### config.mk
export PLATFORM = sky130hd
export DESIGN_NAME = polyline_arc_length_accumulator
export DESIGN_NICKNAME = d
export VERILOG_FILES = /design/src/rtl/pala_pkg.sv /design/src/rtl/pala_front.sv /design/src/rtl/pala_fifo.sv /design/src/rtl/pala_back.sv /design/src/rtl/polyline_arc_length_accumulator.sv
export SDC_FILE = /design/constraint.sdc
export NUM_CORES = 2
export LEC_CHECK = 0
export ABC_CLOCK_PERIOD_IN_PS = 12800
export BUFFER_PORTS_ARGS = -buffer_cell sky130_fd_sc_hd__buf_2
export CAP_MARGIN = 20
export CORE_ASPECT_RATIO = 1.75
export CORE_MARGIN = 10
export CORE_UTILIZATION = 38
export DETAILED_ROUTE_END_ITERATION = 6
export GPL_TIMING_DRIVEN = 0
export HOLD_SLACK_MARGIN = 0.12
export PLACE_DENSITY = 0.58
export SLEW_MARGIN = 15
export SYNTH_ARGS = -nofsm -noshare
export SYNTH_HDL_FRONTEND = slang
export SYNTH_SLANG_ARGS = --single-unit
### constraint.sdc
create_clock -name clk_i -period 12.8 [get_ports clk_i]
set_clock_uncertainty 0.15 [all_clocks]
set_input_delay 2.56 -clock clk_i [delete_from_list [all_inputs] [get_ports clk_i]]
set_output_delay 2.56 -clock clk_i [all_outputs]
set_load 0.02 [all_outputs]
### src/rtl/pala_pkg.sv
// ----------------------------------------------------------------------------
// pala_pkg: shared constants for the polyline arc length accumulator
// Holds the queue depth between the front and back parts and the helper
// that rounds a field width up to whole bytes for the stream ports.
// ----------------------------------------------------------------------------
package pala_pkg;

  // Number of entries in the queue between the front and back parts.
  localparam int unsigned QUEUE_DEPTH = 2;

  // Width of a stream data bus that carries the given number of field bits.
  function automatic int unsigned byte_pad(input int unsigned bits);
    return ((bits + 7) / 8) * 8;
  endfunction

endpackage

### src/rtl/pala_front.sv
// ----------------------------------------------------------------------------
// pala_front: point intake and coordinate differencing
// Accepts points, keeps the previous point and hands the absolute x and y
// steps plus the first point flag to the queue.
// ----------------------------------------------------------------------------
module pala_front import pala_pkg::*; #(
  parameter int unsigned COORD_BITS = 24
) (
  input  logic                    clk_i,
  input  logic                    rst_ni,
  input  logic                    in_valid_i,
  output logic                    in_ready_o,
  input  logic [COORD_BITS-1:0]   x_coord_i,
  input  logic [COORD_BITS-1:0]   y_coord_i,
  input  logic                    first_point_i,
  input  logic                    q_full_i,
  output logic                    q_push_o,
  output logic [2*COORD_BITS:0]   q_data_o
);

  logic [COORD_BITS-1:0] prev_x_q;
  logic [COORD_BITS-1:0] prev_y_q;
  logic signed [COORD_BITS:0] diff_x;
  logic signed [COORD_BITS:0] diff_y;
  logic [COORD_BITS-1:0] mag_x;
  logic [COORD_BITS-1:0] mag_y;

  // Differences are taken one bit wider so that they never wrap; the
  // magnitude always fits back into COORD_BITS bits.
  always_comb begin
    diff_x = $signed({x_coord_i[COORD_BITS-1], x_coord_i})
           - $signed({prev_x_q[COORD_BITS-1], prev_x_q});
    diff_y = $signed({y_coord_i[COORD_BITS-1], y_coord_i})
           - $signed({prev_y_q[COORD_BITS-1], prev_y_q});
    mag_x  = diff_x[COORD_BITS] ? COORD_BITS'(-diff_x) : COORD_BITS'(diff_x);
    mag_y  = diff_y[COORD_BITS] ? COORD_BITS'(-diff_y) : COORD_BITS'(diff_y);
  end

  assign in_ready_o = !q_full_i;
  assign q_push_o   = in_valid_i && !q_full_i;
  assign q_data_o   = {first_point_i, mag_y, mag_x};

  always_ff @(posedge clk_i or negedge rst_ni) begin
    if (!rst_ni) begin
      prev_x_q <= '0;
      prev_y_q <= '0;
    end else if (q_push_o) begin
      prev_x_q <= x_coord_i;
      prev_y_q <= y_coord_i;
    end
  end

endmodule

### src/rtl/pala_fifo.sv
// ----------------------------------------------------------------------------
// pala_fifo: short queue between the front and back parts
// A small register queue so that intake and arithmetic stall independently.
// ----------------------------------------------------------------------------
module pala_fifo import pala_pkg::*; #(
  parameter int unsigned WIDTH = 49
) (
  input  logic             clk_i,
  input  logic             rst_ni,
  input  logic             push_i,
  input  logic [WIDTH-1:0] push_data_i,
  output logic             full_o,
  input  logic             pop_i,
  output logic [WIDTH-1:0] pop_data_o,
  output logic             empty_o
);

  localparam int unsigned PTR_W = (QUEUE_DEPTH > 1) ? $clog2(QUEUE_DEPTH) : 1;
  localparam int unsigned CNT_W = $clog2(QUEUE_DEPTH + 1);

  logic [WIDTH-1:0] mem_q [QUEUE_DEPTH];
  logic [PTR_W-1:0] wr_ptr_q;
  logic [PTR_W-1:0] rd_ptr_q;
  logic [CNT_W-1:0] count_q;

  assign full_o     = (count_q == CNT_W'(QUEUE_DEPTH));
  assign empty_o    = (count_q == '0);
  assign pop_data_o = mem_q[rd_ptr_q];

  always_ff @(posedge clk_i) begin
    if (push_i) begin
      mem_q[wr_ptr_q] <= push_data_i;
    end
  end

  always_ff @(posedge clk_i or negedge rst_ni) begin
    if (!rst_ni) begin
      wr_ptr_q <= '0;
      rd_ptr_q <= '0;
      count_q  <= '0;
    end else begin
      if (push_i) begin
        wr_ptr_q <= (wr_ptr_q == PTR_W'(QUEUE_DEPTH - 1)) ? '0 : wr_ptr_q + 1'b1;
      end
      if (pop_i) begin
        rd_ptr_q <= (rd_ptr_q == PTR_W'(QUEUE_DEPTH - 1)) ? '0 : rd_ptr_q + 1'b1;
      end
      if (push_i && !pop_i) begin
        count_q <= count_q + 1'b1;
      end else if (pop_i && !push_i) begin
        count_q <= count_q - 1'b1;
      end
    end
  end

endmodule

### src/rtl/pala_back.sv
// ----------------------------------------------------------------------------
// pala_back: distance and running length
// Squares the steps, takes the floor square root one result bit per cycle,
// adds it to the saturating running length and holds the result for output.
// ----------------------------------------------------------------------------
module pala_back import pala_pkg::*; #(
  parameter int unsigned COORD_BITS  = 24,
  parameter int unsigned LENGTH_BITS = 40
) (
  input  logic                    clk_i,
  input  logic                    rst_ni,
  input  logic                    q_empty_i,
  input  logic [2*COORD_BITS:0]   q_data_i,
  output logic                    q_pop_o,
  output logic                    out_valid_o,
  input  logic                    out_ready_i,
  output logic [LENGTH_BITS-1:0]  arc_length_o,
  output logic                    length_saturated_o
);

  localparam int unsigned ROOT_W = COORD_BITS + 1;
  localparam int unsigned PAIRS  = COORD_BITS + 1;
  localparam int unsigned RAD_W  = 2 * PAIRS;
  localparam int unsigned REM_W  = COORD_BITS + 3;
  localparam int unsigned CNT_W  = $clog2(PAIRS);
  localparam int unsigned SUM_W  = ((LENGTH_BITS > ROOT_W) ? LENGTH_BITS : ROOT_W) + 1;

  typedef enum logic [2:0] {
    ST_IDLE,
    ST_MUL,
    ST_ADD,
    ST_ROOT,
    ST_DONE
  } state_e;

  state_e                  state_q;
  logic [COORD_BITS-1:0]   ax_q;
  logic [COORD_BITS-1:0]   ay_q;
  logic                    first_q;
  logic [2*COORD_BITS-1:0] sq_x_q;
  logic [2*COORD_BITS-1:0] sq_y_q;
  logic [RAD_W-1:0]        rad_q;
  logic [REM_W-1:0]        rem_q;
  logic [ROOT_W-1:0]       root_q;
  logic [CNT_W-1:0]        cnt_q;
  logic [LENGTH_BITS-1:0]  run_q;
  logic                    sat_q;
  logic                    out_valid_q;
  logic [LENGTH_BITS-1:0]  out_len_q;
  logic                    out_sat_q;

  logic [REM_W-1:0] rem_shift;
  logic [REM_W-1:0] trial;
  logic             root_bit;
  logic [SUM_W-1:0] acc_sum;
  logic             acc_ovf;
  logic             out_free;
  logic             out_load;

  always_comb begin
    rem_shift = {rem_q[REM_W-3:0], rad_q[RAD_W-1 -: 2]};
    trial     = {root_q, 2'b01};
    root_bit  = (rem_shift >= trial);
    acc_sum   = SUM_W'(run_q) + SUM_W'(root_q);
    acc_ovf   = |acc_sum[SUM_W-1:LENGTH_BITS];
    out_free  = !out_valid_q || out_ready_i;
    out_load  = (state_q == ST_DONE) && out_free;
  end

  assign q_pop_o            = (state_q == ST_IDLE) && !q_empty_i;
  assign out_valid_o        = out_valid_q;
  assign arc_length_o       = out_len_q;
  assign length_saturated_o = out_sat_q;

  always_ff @(posedge clk_i or negedge rst_ni) begin
    if (!rst_ni) begin
      state_q     <= ST_IDLE;
      ax_q        <= '0;
      ay_q        <= '0;
      first_q     <= 1'b0;
      sq_x_q      <= '0;
      sq_y_q      <= '0;
      rad_q       <= '0;
      rem_q       <= '0;
      root_q      <= '0;
      cnt_q       <= '0;
      run_q       <= '0;
      sat_q       <= 1'b0;
      out_valid_q <= 1'b0;
      out_len_q   <= '0;
      out_sat_q   <= 1'b0;
    end else begin
      if (out_load) begin
        out_valid_q <= 1'b1;
      end else if (out_ready_i) begin
        out_valid_q <= 1'b0;
      end
      unique case (state_q)
        ST_IDLE: begin
          if (!q_empty_i) begin
            ax_q    <= q_data_i[COORD_BITS-1:0];
            ay_q    <= q_data_i[2*COORD_BITS-1:COORD_BITS];
            first_q <= q_data_i[2*COORD_BITS];
            state_q <= q_data_i[2*COORD_BITS] ? ST_DONE : ST_MUL;
          end
        end
        ST_MUL: begin
          sq_x_q  <= ax_q * ax_q;
          sq_y_q  <= ay_q * ay_q;
          state_q <= ST_ADD;
        end
        ST_ADD: begin
          rad_q   <= RAD_W'(sq_x_q) + RAD_W'(sq_y_q);
          rem_q   <= '0;
          root_q  <= '0;
          cnt_q   <= CNT_W'(PAIRS - 1);
          state_q <= ST_ROOT;
        end
        ST_ROOT: begin
          // Restoring square root: one radicand bit pair per cycle.
          rem_q  <= root_bit ? rem_shift - trial : rem_shift;
          root_q <= {root_q[ROOT_W-2:0], root_bit};
          rad_q  <= rad_q << 2;
          cnt_q  <= cnt_q - 1'b1;
          if (cnt_q == '0) begin
            state_q <= ST_DONE;
          end
        end
        ST_DONE: begin
          if (out_free) begin
            state_q     <= ST_IDLE;
            if (first_q) begin
              run_q     <= '0;
              sat_q     <= 1'b0;
              out_len_q <= '0;
              out_sat_q <= 1'b0;
            end else if (acc_ovf) begin
              run_q     <= '1;
              sat_q     <= 1'b1;
              out_len_q <= '1;
              out_sat_q <= 1'b1;
            end else begin
              run_q     <= acc_sum[LENGTH_BITS-1:0];
              out_len_q <= acc_sum[LENGTH_BITS-1:0];
              out_sat_q <= sat_q;
            end
          end
        end
        default: begin
          state_q <= ST_IDLE;
        end
      endcase
    end
  end

endmodule

### src/rtl/polyline_arc_length_accumulator.sv
// ----------------------------------------------------------------------------
// polyline_arc_length_accumulator: cumulative path length of a point stream
// Returns, for every trajectory point, the length of the path walked from
// the first point of the trajectory, with a saturating running sum.
// ----------------------------------------------------------------------------
//
//   Channel   Direction  tdata (low bit up)             tuser
//   s_axis    in         x_coord, y_coord               first_point
//   m_axis    out        arc_length                     length_saturated
//
// In the back part each point is fetched from the queue, its steps are
// squared, the squares are summed and the square root comes out of a
// restoring loop one result bit per cycle; a last step adds it to the
// running length and writes the output register. A first point skips the
// arithmetic. Reset is asynchronous and active low; it clears the
// previous point to the origin and the running length to zero.
// A stalled output holds its beat while the back part finishes the next
// point and the front part keeps filling the queue.
module polyline_arc_length_accumulator import pala_pkg::*; #(
  parameter int unsigned COORD_BITS  = 24,
  parameter int unsigned LENGTH_BITS = 40
) (
  input  logic                                  clk_i,
  input  logic                                  rst_ni,
  // Input point stream.
  input  logic                                  s_axis_tvalid_i,
  output logic                                  s_axis_tready_o,
  // tdata: x_coord [COORD_BITS-1:0], y_coord [2*COORD_BITS-1:COORD_BITS]
  input  logic [byte_pad(2*COORD_BITS)-1:0]     s_axis_tdata_i,
  // tuser: first_point
  input  logic                                  s_axis_tuser_i,
  // Output length stream.
  output logic                                  m_axis_tvalid_o,
  input  logic                                  m_axis_tready_i,
  // tdata: arc_length [LENGTH_BITS-1:0]
  output logic [byte_pad(LENGTH_BITS)-1:0]      m_axis_tdata_o,
  // tuser: length_saturated
  output logic                                  m_axis_tuser_o
);

  localparam int unsigned ENTRY_W = 2 * COORD_BITS + 1;
  localparam int unsigned OUT_W   = byte_pad(LENGTH_BITS);

  logic               q_push;
  logic               q_full;
  logic               q_pop;
  logic               q_empty;
  logic [ENTRY_W-1:0] q_wdata;
  logic [ENTRY_W-1:0] q_rdata;
  logic [LENGTH_BITS-1:0] arc_length;

  // The front part differences each point against the previous one.
  pala_front #(
    .COORD_BITS(COORD_BITS)
  ) u_front (
    .clk_i         (clk_i),
    .rst_ni        (rst_ni),
    .in_valid_i    (s_axis_tvalid_i),
    .in_ready_o    (s_axis_tready_o),
    .x_coord_i     (s_axis_tdata_i[COORD_BITS-1:0]),
    .y_coord_i     (s_axis_tdata_i[2*COORD_BITS-1:COORD_BITS]),
    .first_point_i (s_axis_tuser_i),
    .q_full_i      (q_full),
    .q_push_o      (q_push),
    .q_data_o      (q_wdata)
  );

  // The queue decouples intake from the long square root.
  pala_fifo #(
    .WIDTH(ENTRY_W)
  ) u_fifo (
    .clk_i       (clk_i),
    .rst_ni      (rst_ni),
    .push_i      (q_push),
    .push_data_i (q_wdata),
    .full_o      (q_full),
    .pop_i       (q_pop),
    .pop_data_o  (q_rdata),
    .empty_o     (q_empty)
  );

  // The back part computes the step length and keeps the running sum.
  pala_back #(
    .COORD_BITS (COORD_BITS),
    .LENGTH_BITS(LENGTH_BITS)
  ) u_back (
    .clk_i              (clk_i),
    .rst_ni             (rst_ni),
    .q_empty_i          (q_empty),
    .q_data_i           (q_rdata),
    .q_pop_o            (q_pop),
    .out_valid_o        (m_axis_tvalid_o),
    .out_ready_i        (m_axis_tready_i),
    .arc_length_o       (arc_length),
    .length_saturated_o (m_axis_tuser_o)
  );

  // Padding bits above the length are zero.
  assign m_axis_tdata_o = OUT_W'(arc_length);

endmodule

==> run metrics <==
status finished clean; filler cell count in the final layout 15200; Clock Latency Late Sink 0.69 ns; number of synthesized flops with an enable pin 98; most frequent cells in the layout inv_1, fa_1, nand2_1; Cell Rows 189; Total Nets Final 7876; via count 43900; post-route DRC violation count 0; Worst Setup Start Kind register; Yosys Warn Count 0; post-route ant nets 0; first-pass GRT wire length 266000 microns; clk buf depth 3; Peak Freq 113 MHz; reg2reg path depth 28; WL final 170000 microns; post-CTS sizing 0; Tot GR Track Use 20.3%; Critical Path End u_back.sq_x_q[46]; CTS Root Cell clkbuf_16; I/O Pins 96; top area cells in the synthesized netlist fa_1, dfrtp_1, ha_1; # clock sinks 443; CP peak stage delay 0.76 ns; Die Span Y 536 microns; Max Cap Viol 0; multi-input logic area 0.0403 sq mm; sequential area share after synthesis 20.0%; Final Util 41.4%; Die Footprint 0.169 sq mm; CTS tree built; RR Startpoint u_back.ax_q[14]; fin crit period 8.88 ns; clock-pin slew on the worst setup and hold paths 0.06 ns; fin crit share 69.3%; syn_nets 7721; TritonCTS Buffers 52; Top FF cell, synth dfrtp_1; Final Hold Vio Count 0; area occupied by registers 0.0116 sq mm; reg-to-reg slack, setup 3.92 ns; Critical Path Source u_back.ax_q[14]; CP required 13.12 ns; Slew Viols, Final 0; Reg-to-Reg End u_back.sq_x_q[46]; CTS H-tree lvls 2; Initial Util 38.2%; synthesis-to-finish area growth 8.41%; Post-Layout Inst Area 0.0627 sq mm; gpl congestion 0.962; Die Wd 315 microns; post-synth top area share 29.3%; fraction of registers with async set/reset 77.9%; hold_buf cts 0; Slew @ Worst Pin 1.11 ns; critical-path maximum fanout 10; Setup crit end kind register; Cell variety after synth 89; RSZ-0062 raised after global routing no; initial antenna violation count 2; final setup vio count 0; Netlist Area Pre-Place 0.0578 sq mm; share of cells above drive strength 1 3.58%; DP HPWL 142000 microns; Max stage delay cell, worst path clkbuf_1; DRT iter0 DRCs 2368; largest net degree at the start of global routing 94; DRT Pass-1 Iters 6; kind of critical path reg -> reg; port bufs 95; Mapped Cells 6317; mean post-synth cell area 9.15 sq um; Core Footprint 0.151 sq mm; Max-slew headroom 25.9%; WL/cell 20.0 microns; arrival time worst endpoint 9.20 ns; Post-CTS Setup Bufs 0; ant diodes 0; Worst Hold Class reg -> reg; setup tns final 0 ns; grt ovf 0; vias in the first global route 48200; commonest non-fill, non-tap cell in the layout inv_1; post-DR vias/cell 5.15; Yosys reg bits 443; cell taking the most area after synthesis fa_1; placement-stage cell area 0.0610 sq mm
critical path, delay by kind of cell, from the launching register on:
family	cells	cell delay, ns
adder cells (fa/ha/maj)	8	3.86
AO/OA/AOI/OAI	6	1.42
buffers and inverters	9	1.35
AND/OR/NAND/NOR	5	1.20
flip-flops	1	0.69
final cells by class:
class	count	share of cell area, %
tap	2005	4.00
clock inverter	25	0.391
clock buffer	72	2.32
sequential	443	18.5
multi-input combinational	4289	64.3
buffer	252	1.54
timing repair buffer	101	1.01
inverter	1333	7.98
synthesized netlist by cell type (8+ instances only):
master	count
a211oi_1	43
o21a_1	38
inv_1	1333
a22o_1	9
o21bai_1	36
a21oi_1	294
o21ai_0	318
nor4_1	11
and3_1	42
dfrtp_1	345
xor2_1	110
o211ai_1	14
mux2i_1	83
a31o_2	10
clkbuf_1	236
or2_2	9
a221oi_1	8
nand2b_1	24
nor2b_1	39
o21ai_1	9
xnor2_1	156
fa_1	846
nand3_1	91
nand2_1	655
ha_1	505
nor3b_1	10
and2_1	239
nor3_1	55
a31oi_1	41
nand4_1	39
a311oi_1	9
buf_1	8
edfxtp_1	98
or3_1	17
nor2_1	249
a211o_1	10
a21o_1	119
o31ai_1	23
and4_1	9
worst min path at each step:
| stage | start | to | slack, ns | cells after the start |
|---|---|---|---|---|
| after floorplan | u_back.rad_q[34] | u_back.rad_q[34] | 0.29 | 2 |
| after global placement | u_back.rad_q[36] | u_back.rad_q[36] | 0.31 | 2 |
| after detailed placement | u_back.sq_y_q[2] | u_back.sq_y_q[2] | 0.32 | 2 |
| after CTS | u_back.sq_y_q[2] | u_back.sq_y_q[2] | 0.33 | 2 |
| after global routing | u_back.rad_q[17] | u_back.rad_q[17] | 0.35 | 2 |
| final | u_back.rad_q[4] | u_back.rad_q[4] | 0.33 | 2 |
flip-flops by register name (all words and copies together) (netlist names):
name	cells
u_back.cnt_q	5
u_back.out_valid_o	1
u_back.root_q	25
u_back.ay_q	24
u_fifo.mem_q	98
u_back.rem_q	25
u_back.rad_q	50
u_back.run_q	40
u_back.sq_x_q	47
u_back.first_q	1
u_back.sq_y_q	47
u_front.prev_y_q	24
u_front.prev_x_q	24
u_back.state_q	3
u_fifo.rd_ptr_q	1
u_fifo.count_q	2
u_back.ax_q	24
u_back.sat_q	1
u_fifo.wr_ptr_q	1
metrics by stage:
step / std cells / hold WS [ns] / setup WS (ns)
6_report: 8520 / 0.329 / 3.92
5_1_grt: 8520 / 0.353 / 3.34
4_1_cts: 8520 / 0.332 / 3.83
3_5_place_dp: 8423 / 0.317 / 3.83
3_3_place_gp: 8417 / 0.306 / 1.33
2_1_floorplan: 6317 / 0.291 / 5.59
kinds of logic after synthesis:
| kind of cell | share of synthesized area (%) |
|---|---|
| adders and majority gates | 40.2 |
| AOI/OAI and AO/OA | 11.5 |
| muxes | 1.50 |
| xor gates and xnor gates | 4.06 |
| buffers and inverters | 10.3 |
| DFF | 20.0 |
| and+or+nand+nor | 12.4 |
layer usage:
metal	track usage (%)	wire length, microns
met2	39.1	91900
met4	12.6	12500
met1	20.5	60000
met5	0	11
met3	2.04	6010
Power is not shown: default switching activity piles up to over one toggle a cycle in this logic, so the estimate is an artifact.
